`src/sv/ktg_ram.sv`:
```
// Simple dual-port synchronous RAM with one write port and one registered read port.
module ktg_ram #(
	parameter int AW = 8,
	parameter int DW = 8
) (
	input  logic          clk,
	input  logic          we,
	input  logic [AW-1:0] waddr,
	input  logic [DW-1:0] wdata,
	input  logic [AW-1:0] raddr,
	output logic [DW-1:0] rdata
);

	logic [DW-1:0] mem [2**AW];

	always_ff @(posedge clk) begin
		if (we) begin
			mem[waddr] <= wdata;
		end
		rdata <= mem[raddr];
	end

endmodule

```
`config.mk`:
```
export PLATFORM = sky130hd
export DESIGN_NAME = ktg_ram
export DESIGN_NICKNAME = d
export VERILOG_FILES = /design/src/sv/ktg_ram.sv
export SDC_FILE = /design/constraint.sdc
export NUM_CORES = 2
export LEC_CHECK = 0
export BUFFER_PORTS_ARGS = -buffer_cell sky130_fd_sc_hd__buf_2
export CAP_MARGIN = 20
export CORE_AREA = 2 2 402 404
export DETAILED_ROUTE_END_ITERATION = 7
export DIE_AREA = 0 0 404 406
export PLACE_DENSITY_LB_ADDON = 0.3
export SETUP_SLACK_MARGIN = 0.02
export SYNTH_ARGS = -nofsm -noshare
export SYNTH_HDL_FRONTEND = slang
export SYNTH_SLANG_ARGS = --single-unit
export TNS_END_PERCENT = 20
```
`constraint.sdc`:
```
create_clock -name clk -period 3.47 [get_ports clk]
set_clock_uncertainty 0.2 [all_clocks]
set_input_delay 0.694 -clock clk [delete_from_list [all_inputs] [get_ports clk]]
set_output_delay 0.694 -clock clk [all_outputs]
set_load 0.01 [all_outputs]
```
==> impl_metrics.csv <==
group,metric,value,unit
cells_and_area,drive_above_1_share,30.62,%
yosys,synth_cell_type_count,55,
detailed_routing,finalWirelength,195000,um
detailed_routing,vias,40650,
power,clock_power_share,40.7,%
yosys,synthesis.nets,3759,
cts,cts_made_buffers,198,
place,place_ws,-0.6966,ns
sta,finalCritPeriodShare,93.28,%
power,p_int,40.10,mW
sta,setup_viol,0,
cells_and_area,n_fill_cell,11460,
yosys,ys.flop_type,"edfxtp_1",
yosys,synth_area_leaders,"edfxtp_1 (77%), mux4_2 (13%), mux2i_1 (1.7%)",
cells_and_area,area_delta_synth_final,16.26,%
yosys,netlist_area,79560,um^2
yosys,ys_top_cells_by_count,"edfxtp_1 (2048), mux4_2 (454), nor2_1 (282)",
grt,grt_pass1_wl,284100,um
cts,clkTransAtPathRegs,0.06,ns
sta,worst_pin_slew,1.112,ns
power,p_comb_share,5.4,%
critical_path,end_kind,"register",
floorplan,die_x,404,um
sta,fmaxAchievable,0.3089,GHz
power,ir_worst_vdd,0.4989,mV
worst_hold_path,hold_class,"in2reg",
yosys,ys_seq_elements,2056,
grt,grt_pass1_vias,40550,
power,p_per_area,549.5,nW/um^2
place,numPortBuffers,33,
status,outcome,"finished, final reports clean",
critical_path,crit_type,"in2reg",
cts,clock-sinks,2056,
yosys,async_reset_ff_share,0,%
cts,postCtsSetupRepairBufs,0,
cells_and_area,final_nets,4346,
yosys,synth_top_cell_by_area,"edfxtp_1",
critical_path,cp_data_arrival_time,3.73,ns
floorplan,start_util,49.83,%
detailed_routing,drc_errors,0,
sta,slew_violations,0,
yosys,synth-edff-count,2048,
cts,htree_levels,4,
sta,hold_viol,0,
power,pwr-share-seq,54.0,%
detailed_routing,wl_per_cell,29.65,um
yosys,seq_area_frac_synth,77.50,%
detailed_routing,first_pass_iters,6,
sta,rsz0062_at_grt,"no",
sta,setup_ws,0.2332,ns
detailed_routing,drt.antenna.violating_nets,0,
cts,cts_buffer_depth,3,
power,switching_power,10.72,mW
floorplan,io-pin-count,34,
yosys,yosys_warnings,0,
power,p_leak,29.75,nW
grt,track_usage,24.07,%
cts,root_buffer,"clkbuf_16",
detailed_routing,drt_iter0_markers,5561,
detailed_routing,via_per_inst,6.181,
grt,grt_max_degree,111,
sta,relSlewSlack,25.87,%
yosys,netlist_instances,3733,
sta,fin_setup_tns,0,ns
grt,grt-ovfl-total,0,
critical_path,critPathLaunchType,"input port",
yosys,synth_most_common_cell,"edfxtp_1",
floorplan,die_area,164000,um^2
place,gp_congestion,0.8589,
floorplan,fp-row-count,147,
place,dp_hpwl,125800,um
cts,cts_resized,0,
yosys,syn_avg_cell_area,21.31,um^2
yosys,synth_top_area_share,77.30,%
floorplan,coreArea,159600,um^2
cts,cts_tree,"built",
critical_path,path_max_fanout,20,
run,cap_violations,0,
cts,clock_latency,0.84,ns
sta,min_period,3.237,ns
critical_path,required,3.97,ns
grt,antenna_found_initial,14,
cts,hold_buffers,0,
floorplan,die_h,406,um
power,switching_share,21.10,%
-- per-layer routing --
metal	GRT usage [%]	vias to the layer above	part of all wire, %
met5	0	-	0.019
met4	6.854	6	2.6
met3	4.523	330	9.7
met2	37.53	2016	47
met1	35.13	21400	40
li1	-	16900	-
-- power groups by stage --
stage               clock network, mW  logic (mW)  registers, mW
detailed placement                  0        2.73           28.0
finish                           20.7        2.72           27.4
floorplan                           0        1.33           27.9
global route                     21.9        2.87           27.4
global placement                    0        2.68           28.0
CTS                              21.0        2.74           27.4
-- final timing paths --
path                                  from           to  slack, ns  cells past startpoint
worst max register to register  mem[83][4]     rdata[4]       0.53                      6
worst min-delay path              wdata[0]  mem[243][0]       0.10                      1
worst min register to register  mem[21][6]     rdata[6]       0.90                      7
worst max-delay path              raddr[0]     rdata[4]       0.23                     12
-- area by class of cell --
type | count | area, um^2 | area share, %
antenna | 4 | 10.01 | 0.01082
clock buffer | 250 | 5244 | 5.669
clock inverter | 117 | 964.7 | 1.043
inverter | 2 | 7.507 | 0.008117
multi-input combinational | 1442 | 16510 | 17.85
sequential | 2056 | 61660 | 66.66
tap | 2086 | 2610 | 2.822
timing repair buffer | 620 | 5484 | 5.929
-- state kept, by name (all words and copies together), names as in the netlist --
| register | cells |
|---|---|
| rdata | 8 |
| mem | 2048 |
-- layout by cell type, fill, tap and decap left out, drive strengths merged, types with 31 or more instances in the layout --
| cell type | instances |
|---|---|
| o221ai | 47 |
| a21oi | 96 |
| nor2b | 31 |
| mux2i | 134 |
| mux4 | 456 |
| buf | 617 |
| nand3 | 34 |
| nand2 | 33 |
| nor2 | 282 |
| clkbuf | 253 |
| a22oi | 133 |
| clkinv | 91 |
| edfxtp | 2048 |
-- stage by stage --
stage	hold WS, ns	utilization, %	total power, mW	instance area, um^2	std cells
floorplan	0.5699	-	29.26	79560	3733
global placement	0.8835	54.04	30.64	86270	6206
detailed placement	0.9067	54.04	30.68	86270	6206
CTS	0.08953	57.93	51.12	92480	6573
global route	0.1139	57.93	52.19	92490	6576
finish	0.1026	57.94	50.82	92490	6577
-- kinds of logic after synthesis --
group,Yosys count,share of synthesized area (%)
DFF,2056,77.50
muxes,591,14.62
and+or+nand+nor,466,2.628
AOI/OAI and AO/OA,385,3.419
buffers and inverters,235,1.831
-- worst max-delay path: stages --
cell and delay, ns:
buf_8 0.17, buf_12 0.21, buf_12 0.23, buf_4 0.39, mux2i_1 0.32, o221ai_1 0.21
nand2_1 0.13, a21oi_1 0.19, buf_4 0.23, nor4_1 0.58, buf_4 0.27, nor4_1 0.06
No activity file was read; power rests on OpenSTA's default activity.
